`config.mk`:
```
export PLATFORM = sky130hd
export DESIGN_NAME = sot_ctrl
export DESIGN_NICKNAME = d
export VERILOG_FILES = /design/src/sv/sot_pkg.sv /design/src/sv/sot_ctrl.sv
export VERILOG_INCLUDE_DIRS = /design/src /design/src/sv
export SDC_FILE = /design/constraint.sdc
export NUM_CORES = 1
export LEC_CHECK = 0
export ABC_AREA = 1
export ABC_CLOCK_PERIOD_IN_PS = 1200
export BUFFER_PORTS_ARGS = -buffer_cell sky130_fd_sc_hd__clkbuf_2
export CAP_MARGIN = 40
export CORE_AREA = 3 3 40 42
export DETAILED_ROUTE_END_ITERATION = 10
export DIE_AREA = 0 0 43 45
export SLEW_MARGIN = 20
export SYNTH_ARGS = -nofsm -noshare
export SYNTH_HDL_FRONTEND = slang
export SYNTH_SLANG_ARGS = --single-unit
```
`constraint.sdc`:
```
create_clock -name clock -period 1.2 [get_ports clock]
set_input_delay 0.06 -clock clock [delete_from_list [all_inputs] [get_ports clock]]
set_output_delay 0.06 -clock clock [all_outputs]
set_load 0.02 [all_outputs]
```
`src/sv/sync_object_table_assert.svh`:
```
// assertion macros shared by the sync object table modules
`ifndef SYNC_OBJECT_TABLE_ASSERT_SVH
`define SYNC_OBJECT_TABLE_ASSERT_SVH

// same-cycle implication under synchronous reset
`define SOT_ASSERT_NOW(lbl, clk, rst, ante, cons) \
   lbl: assert property (@(posedge clk) disable iff (rst) (ante) |-> (cons)) \
      else $error("assertion failed");

// next-cycle implication under synchronous reset
`define SOT_ASSERT_NEXT(lbl, clk, rst, ante, cons) \
   lbl: assert property (@(posedge clk) disable iff (rst) (ante) |=> (cons)) \
      else $error("assertion failed");

`endif

```
`src/sv/sot_pkg.sv`:
```
package sot_pkg;

   // handle numbering
   localparam logic [31:0] HANDLE_BASE = 32'h7300_0000;

   // opcodes
   localparam logic [3:0] OP_NEW_EVENT   = 4'd0;
   localparam logic [3:0] OP_NEW_MUTEX   = 4'd1;
   localparam logic [3:0] OP_NEW_SEM     = 4'd2;
   localparam logic [3:0] OP_SET         = 4'd3;
   localparam logic [3:0] OP_RESET       = 4'd4;
   localparam logic [3:0] OP_REL_MUTEX   = 4'd5;
   localparam logic [3:0] OP_REL_SEM     = 4'd6;
   localparam logic [3:0] OP_WAIT        = 4'd7;
   localparam logic [3:0] OP_CLOSE       = 4'd8;
   localparam logic [3:0] OP_QUERY       = 4'd9;
   localparam logic [3:0] OP_THREAD_EXIT = 4'd10;
   localparam logic [3:0] OP_PROC_KILL   = 4'd11;

   // result status codes
   localparam logic [2:0] ST_OK      = 3'd0;
   localparam logic [2:0] ST_FAIL    = 3'd1;
   localparam logic [2:0] ST_SAT     = 3'd2;
   localparam logic [2:0] ST_ABAN    = 3'd3;
   localparam logic [2:0] ST_TIMEOUT = 3'd4;
   localparam logic [2:0] ST_WFAIL   = 3'd5;

   // object kinds
   localparam logic [1:0] KIND_EVENT = 2'd1;
   localparam logic [1:0] KIND_MUTEX = 2'd2;
   localparam logic [1:0] KIND_SEM   = 2'd3;

   // one table entry
   typedef struct packed {
      logic [1:0]         kind;
      logic               manual;
      logic               signaled;
      logic               abandoned;
      logic [31:0]        process;
      logic [31:0]        owner;
      logic [31:0]        recursion;
      logic signed [31:0] count;
      logic signed [31:0] maximum;
   } entry_type;

   // controller to datapath
   typedef struct packed {
      logic load;
      logic idx_inc;
      logic exec;
      logic scan;
      logic alloc;
      logic publish;
   } cmd_type;

   // datapath to controller
   typedef struct packed {
      logic [3:0] op;
      logic       sem_bad;
      logic       idx_last;
      logic       cur_valid;
   } stat_type;

endpackage

```
`src/sv/sot_ctrl.sv`:
```
`include "sync_object_table_assert.svh"

module sot_ctrl import sot_pkg::*; (
   input  logic     clock,
   input  logic     reset,
   input  logic     req_valid,
   output logic     req_ready,
   output logic     rsp_valid,
   input  logic     rsp_ready,
   input  stat_type stat,
   output cmd_type  cmd
);

   typedef enum logic [2:0] {
      S_IDLE, S_DECODE, S_RD, S_EXEC, S_FIND, S_SRD, S_SCHK, S_DONE
   } state_type;

   state_type state_ff;
   logic      rsp_valid_ff;

   // command decode from state
   always_comb begin
      cmd         = '0;
      cmd.load    = (state_ff == S_IDLE) && req_valid;
      cmd.exec    = (state_ff == S_EXEC);
      cmd.scan    = (state_ff == S_SCHK);
      cmd.alloc   = (state_ff == S_FIND) && !stat.cur_valid;
      cmd.idx_inc = ((state_ff == S_FIND) && stat.cur_valid && !stat.idx_last) ||
                    ((state_ff == S_SCHK) && !stat.idx_last);
      cmd.publish = (state_ff == S_DONE) && (!rsp_valid_ff || rsp_ready);
   end

   // sequencer and response valid
   always_ff @(posedge clock) begin
      if (reset) begin
         state_ff     <= S_IDLE;
         rsp_valid_ff <= 1'b0;
      end else begin
         if (cmd.publish) begin
            rsp_valid_ff <= 1'b1;
         end else if (rsp_ready) begin
            rsp_valid_ff <= 1'b0;
         end
         case (state_ff)
            S_IDLE: begin
               if (req_valid) begin
                  state_ff <= S_DECODE;
               end
            end
            S_DECODE: begin
               case (stat.op)
                  OP_NEW_EVENT, OP_NEW_MUTEX: state_ff <= S_FIND;
                  OP_NEW_SEM:    state_ff <= stat.sem_bad ? S_DONE : S_FIND;
                  OP_SET, OP_RESET, OP_REL_MUTEX, OP_REL_SEM,
                  OP_WAIT, OP_CLOSE, OP_QUERY: state_ff <= S_RD;
                  OP_THREAD_EXIT, OP_PROC_KILL: state_ff <= S_SRD;
                  default:       state_ff <= S_DONE;
               endcase
            end
            S_RD:   state_ff <= S_EXEC;
            S_EXEC: state_ff <= S_DONE;
            S_FIND: begin
               if (!stat.cur_valid || stat.idx_last) begin
                  state_ff <= S_DONE;
               end
            end
            S_SRD:  state_ff <= S_SCHK;
            S_SCHK: state_ff <= stat.idx_last ? S_DONE : S_SRD;
            S_DONE: begin
               if (cmd.publish) begin
                  state_ff <= S_IDLE;
               end
            end
            default: state_ff <= S_IDLE;
         endcase
      end
   end

   assign req_ready = (state_ff == S_IDLE);
   assign rsp_valid = rsp_valid_ff;

   // the block is busy right after taking a transaction
   `SOT_ASSERT_NEXT(a_busy, clock, reset, req_valid && req_ready, !req_ready)
   // a published result raises response valid and returns the sequencer to idle
   `SOT_ASSERT_NEXT(a_publish, clock, reset, cmd.publish, rsp_valid && state_ff == S_IDLE)
   // a scan step never runs outside a thread exit or process destroy
   `SOT_ASSERT_NOW(a_scan_op, clock, reset, cmd.scan,
      stat.op == OP_THREAD_EXIT || stat.op == OP_PROC_KILL)

endmodule

```
# --- Word level (Yosys, flattened, before mapping) ---
# Index checks and enable logic that the tools add are counted.
totals:
  regBits: 4
  in_bits: 11
  output_inout_bits: 8
  elab_cells: 51
classes:
  eq_ne: 21
  muxes: 9
  n_reduce_logical: 19
ops:
  columns: ["operator", "count"]
  rows:
  - ["one-hot mux 3 bit (8 select lines)", 1]
  - ["== test 4 x 3 -> 1 bit (second input constant)", 4]
  - ["== test 4 bit (second input constant)", 4]
  - ["== test 3 bit (second input constant)", 4]
  - ["one-hot mux 3 bit (4 select lines)", 1]
  - ["two-way mux 3 bit", 3]
  - ["== test 4 x 2 -> 1 bit (second input constant)", 2]
  - ["OR reduction 7 bit", 1]
  - ["== test 3 x 2 -> 1 bit (second input constant)", 2]
  - ["logical AND 1 bit", 6]
  - ["== test 4 x 1 -> 1 bit (second input constant)", 1]
  - ["zero test 4 bit", 1]
  - ["two-way mux 2 bit", 2]
  - ["inequality test 2 bit (second input constant)", 2]
  - ["OR reduction 2 bit", 2]
  - ["== test 3 x 1 -> 1 bit (second input constant)", 1]
  - ["zero test 1 bit", 3]
  - ["zero test 3 bit", 1]
  - ["logical OR 1 bit", 3]
  - ["AND reduction 3 bit", 1]
  - ["two-way mux 1 bit", 2]
  - ["inequality test 2 x 1 -> 1 bit (second input constant)", 1]
  - ["nonzero test 2 bit", 1]

# --- Depth between registers and ports, before layout ---
# Gate-level depths: netlist of run 1.
logic_depth:
  ltp_word: 5
  ltp_mapped: 8

# --- Least setup slack after synthesis of run 1 ---
# No wires, ideal clock.
synth_timing:
  kind: "reg-to-reg"
  from: "register state_ff[0]"
  to: "register state_ff[2]"
  t_arrival_ns: 1.076
  required_ns: 1.136
  path_slack_ns: 0.060
  stages_incl_launch_ff: 8
  path_cell_list: "dfxtp_1 -> inv_2 -> nand2_1 -> nor2_1 -> nor2_1 -> nand2_1 -> a21oi_1 -> nor2_1"
synth_rtl:
  columns: ["item", "line_no", "source"]
  rows:
  - ["from (decl)", "sot_ctrl.sv:18", "state_type state_ff;"]
  - ["from (signal assigned)", "sot_ctrl.sv:53", "OP_NEW_SEM: state_ff <= stat.sem_bad ? S_DONE : S_FIND;"]
  - ["from (signal assigned)", "sot_ctrl.sv:68", "S_SCHK: state_ff <= stat.idx_last ? S_DONE : S_SRD;"]

==> results_dict.tcl, run 1 <==
set metrics [dict create \
    rows 13 \
    drc 0 \
    p_per_area_nw_per_um2 1470 \
    gp_congestion 0.701 \
    crit_fanout 5 \
    ir_drop_v 0.000996 \
    synth.distinct_cells 16 \
    cts_buffer_depth 2 \
    required_ps 1140 \
    min_period_ps 1170 \
    seq_power_share_pct 26.8 \
    grt_antenna_before_repair 0 \
    synth_most_common_cell "nand2_1" \
    switching_power_uw 366 \
    synth_nets 75 \
    cts.sink_count 4 \
    clk_pin_slew_ps 40 \
    leakage_uw 0.000317 \
    grt_pass1_wl_um 1500 \
    synth_area_leader_cell "dfxtp_1" \
    core_area_um2 1280 \
    post-route-util_pct 43.4 \
    fmax_mhz 853 \
    synth-edff-count 0 \
    first_pass_iters 2 \
    wl_per_cell_um 9.01 \
    synth_area_leaders "dfxtp_1 (22%), nand2_1 (14%), nor2_1 (11%), inv_1 (9.4%), nand3_1 (8.4%)" \
    netlist_instances 64 \
    initial_core_util_pct 27.9 \
    dieHeight_um 45 \
    worstSkewPairLatency_ps 240 \
    hpwl_um 738 \
    endpoint_kind "output port" \
    numPortBuffers 18 \
    crit_path_cell_trace "nor2_4, nand2_2, nor2_1, clkbuf_2" \
    synth-seq-cells 4 \
    grt_max_degree 7 \
    avgSynthCellArea_um2 5.61 \
    critPathKind "reg -> out" \
    finalSetupViolations 0 \
    worst_path_largest_cell_delay_ps 360 \
    io_pins 19 \
    viasPerCell 4.50 \
    netlist.area_leader.share_pct 22.3 \
    cts_tree "done" \
    outcome "completed" \
    routed_wl_um 928 \
    period_share_pct 97.7 \
    yosys-top-cells-count "nand2_1 (13), nor2_1 (11), inv_1 (9)" \
    post_route_cells_drive_above_1_share_pct 48.9 \
    pre_cts_ws_ps 30.1 \
    area_growth_pct 55.4 \
    ys_warn_count 0 \
    overflow 0 \
    rsz0062_at_grt "true" \
    die_w_um 43 \
    grt_pass1_vias 401 \
    ys_async_sr_fraction_pct 0 \
    hold_path.class "in -> reg" \
    p_int_uw 454 \
    cts_root_buf "clkbuf_4" \
    cts_buffers 3 \
    finalHoldViolations 0 \
    drtIter0Drc 3 \
    setup_slack_ps 28.0 \
    antenna_cells 0 \
    fin_nets 101 \
    seq_area_frac_synth_pct 22.3 \
    vias 463 \
    syn_area_um2 359 \
    max_slew.worst_pin.slew_ps 221 \
    cp.arrival_ps 1110 \
    die_area_um2 1940 \
    cp_slowest_cell "dfxtp_4" \
    start_kind "register" \
    ys.flop_type "dfxtp_1" \
    hold_ws_ps 6.99 \
    comb_power_share_pct 52.9 \
    pwr-share-clk_pct 20.3 \
    relSlewSlack_pct 85.1 \
    slew_viol_final 0 \
    htreeDepth 1 \
    finClkSkew_ps 4.85 \
    grtUsageTotal_pct 10.3 \
    power.share.switching_pct 44.7 \
    ant_nets 0 \
    drv_cap 0 \
]
## cells by family after synthesis
family / synth area share, %
flops: 22.3
buf+inv: 12.5
simple gates: 52.6
compound gates: 12.5
## worst max-delay path, delay by kind of cell, from the launching register on
| kind | cells | cell delay, ps |
|---|---|---|
| buffers and inverters | 1 | 180 |
| DFF | 1 | 360 |
| and+or+nand+nor | 3 | 340 |
## final cells by class
type                            instances  area (um2)
Clock buffer                            3        22.5
Fill cell                             138         727
Inverter                               12        45.0
Multi-Input combinational cell         48         268
Sequential cell                         4        88.8
Tap cell                               15        18.8
Timing Repair Buffer                   21         115
## routing by layer
| metal | GRT usage (%) | up-vias | part of all wire (%) |
|---|---|---|---|
| met5 | 0 | - | 0 |
| met2 | 18.3 | 10 | 50 |
| met4 | 5.42 | 0 | 1.2 |
| met1 | 10.8 | 194 | 43 |
| met3 | 3.59 | 2 | 5.5 |
| li1 | - | 257 | - |
## per-stage QoR
stage	cells	TNS [ps]	instance area (um2)	power [uW]
2_1_floorplan	64	0	359	455
3_3_place_gp	97	0	468	554
3_5_place_dp	97	0	468	558
4_1_cts	103	-3.14	534	790
5_1_grt	103	-39.5	558	899
6_report	103	0	558	820
## power by group through the flow
stage	clock network, uW	registers (uW)	logic (uW)
3_3_place_gp	0	206	349
4_1_cts	170	215	405
6_report	166	220	434
3_5_place_dp	0	206	352
2_1_floorplan	0	197	257
5_1_grt	183	227	489
## state kept, by name, indices dropped and copies added, names as in the netlist
name / count
rsp_valid: 1
state_ff: 3
## worst paths after layout
check / slack, ps / depth (start not counted) / startpoint / to
worst max-delay path: 30 / 4 / state_ff[0] / cmd[5]
worst min-delay path: 7 / 2 / reset / state_ff[2]
worst max register to register: 80 / 7 / state_ff[0] / state_ff[2]
worst min register to register: 580 / 4 / rsp_valid / state_ff[1]
## timing repair
item                       CTS  global route
pin swaps                    2             2
setup endpoints to repair    3             4
hold buffers                 0             0
setup buffers                3             0
resized for setup            9             7
## layout by cell type, fill, tap and decap left out, types with 3 or more instances in the layout
cell and n:
nor2_1 10, inv_2 3, nand3_2 3, nand3_1 5, nand2_2 4, clkbuf_4 3, inv_1 9, nand2_1 12
nor2_4 3, clkbuf_2 16, buf_4 4
Power figures use the tool's default switching activity.
==> run 2, diff against run 1 <==
--- a/config.mk
+++ b/config.mk
@@ -8,11 +8,11 @@
 export LEC_CHECK = 0
 export ABC_AREA = 1
 export ABC_CLOCK_PERIOD_IN_PS = 1200
-export BUFFER_PORTS_ARGS = -buffer_cell sky130_fd_sc_hd__clkbuf_2
 export CAP_MARGIN = 40
 export CORE_AREA = 3 3 40 42
 export DETAILED_ROUTE_END_ITERATION = 10
 export DIE_AREA = 0 0 43 45
+export DONT_BUFFER_PORTS = 1
 export SLEW_MARGIN = 20
 export SYNTH_ARGS = -nofsm -noshare
 export SYNTH_HDL_FRONTEND = slang
==> run 2 against run 1 <==
Compared with the run above: via count down 8.0%; register-to-register slack improved by 30 ps; clock power shrank 2%; wire length decreased by 3.7%; fmax rose by 0.69%; global-route usage rose by 0.23 points; sequential share of layout area grew 2.4 points; largest cell class unchanged.
==> results_dict.tcl, run 2 (same netlist as run 1, synthesis figures left out) <==
set metrics [dict create \
    die_w_um 43 \
    rsz0062_at_grt "true" \
    wl_per_cell_um 10.0 \
    relSlewSlack_pct 83.8 \
    tns_ps 0 \
    cts_buffers 3 \
    routed_wl_um 894 \
    busiest_layer "met2" \
    required_ps 1140 \
    finalSetupViolations 0 \
    drv_cap 0 \
    cts_tree "done" \
    period_share_pct 97.0 \
    outcome "completed" \
    grt_use_met3_pct 3.59 \
    grt_pass1_vias 411 \
    vias 426 \
    drtIter0Drc 7 \
    fillCellCount 145 \
    cts_root_buf "clkbuf_4" \
    grt_pass1_wl_um 1550 \
    hold_ws_ps 41.7 \
    finClkSkew_ps 2.52 \
    ir_drop_v 0.000681 \
    overflow 0 \
    drc 0 \
    initial_core_util_pct 27.9 \
    met2_usage_pct 20.1 \
    ant_nets 0 \
    cts.sink_count 4 \
    worstSkewPairLatency_ps 230 \
    core_area_um2 1280 \
    finalHoldViolations 0 \
    fmax_mhz 859 \
    rows 13 \
    grt_max_degree 8 \
    grtUsageTotal_pct 10.6 \
    design_area_um2 499 \
    leakage_uw 0.000256 \
    fin_nets 87 \
    htreeDepth 1 \
    antenna_cells 0 \
    start_kind "register" \
    die_area_um2 1940 \
    critPathKind "reg -> out" \
    min_period_ps 1160 \
    largest_reg_flops 3 \
    hold_path.class "in -> reg" \
    dp.cells 84 \
    cts_buffer_depth 2 \
    grt_antenna_before_repair 0 \
    grt_use_met1_pct 10.1 \
    slew_viol_final 0 \
    p_per_area_nw_per_um2 1510 \
    clk_pin_slew_ps 40 \
    post_route_cells_drive_above_1_share_pct 40.5 \
    dieHeight_um 45 \
    cp.arrival_ps 1100 \
    endpoint_kind "output port" \
    viasPerCell 4.79 \
    hpwl_um 734 \
    instances_no_fill 89 \
    first_pass_iters 4 \
    final_common_cell "nand2_1" \
    final_cell_mix "nand2_1 (11), inv_1 (9), nor2_1 (7), nand3_1 (6), buf_4 (6)" \
    top_register "state_ff" \
    area_growth_pct 39.0 \
    crit_fanout 6 \
    p_total_uw 752 \
    io_pins 19 \
    placed_cell_area_um2 415 \
    numPortBuffers 0 \
    gp_congestion 0.730 \
    max_slew.worst_pin.slew_ps 240 \
]
==> run 2: final timing paths <==
path	startpoint	endpoint	slack [ps]	depth (start not counted)
worst max-delay path	state_ff[0]	cmd[4]	40	4
worst min-delay path	rsp_ready	state_ff[1]	40	3
worst max register to register	state_ff[1]	state_ff[0]	110	7
worst min register to register	rsp_valid	state_ff[1]	590	4
==> run 2: through the flow <==
step	utilization [%]	setup slack, ps
global route	38.9	-18.5
floorplan	-	60.1
finish	38.9	36.1
global placement	32.3	26.7
CTS	35.7	2.41
detailed placement	32.3	32.5
==> run 2: critical path, cell delays in order, from the launching register on <==
cell and delay [ps]:
dfxtp_4 360, inv_2 70, nand2_2 60, o31ai_2 210
buf_4 170
==> run 2: where the power goes <==
part | switching [uW] | leakage (uW) | internal, uW | total (uW)
sequential | 55.6 | 0.0000347 | 174 | 229
clock | 50.9 | 0.0000138 | 112 | 162
combinational | 228 | 0.000208 | 133 | 360
total | 334 | 0.000256 | 418 | 752
==> run 2: layout make-up <==
type	instances	area, um2	area share, %
clock buffers	3	22.5	4.51
repair buffers	7	55.1	11.0
multi-input cells	48	264	52.9
inverters	12	47.5	9.52
well taps	15	18.8	3.76
flip-flops and latches	4	91.3	18.3
==> run 2: what timing repair did <==
item	in CTS	in global routing
hold buffers	1	0
buffers inserted	0	1
setup endpoints to repair	3	5
hold endpoints to repair	3	0
pin swaps	1	2
gates resized for setup	6	10
==> run 2: metal layers <==
metal,part of all wire [%],vias up
met2,55,10
met3,6.0,0
met4,0,0
met1,39,193
met5,0,-
li1,-,223
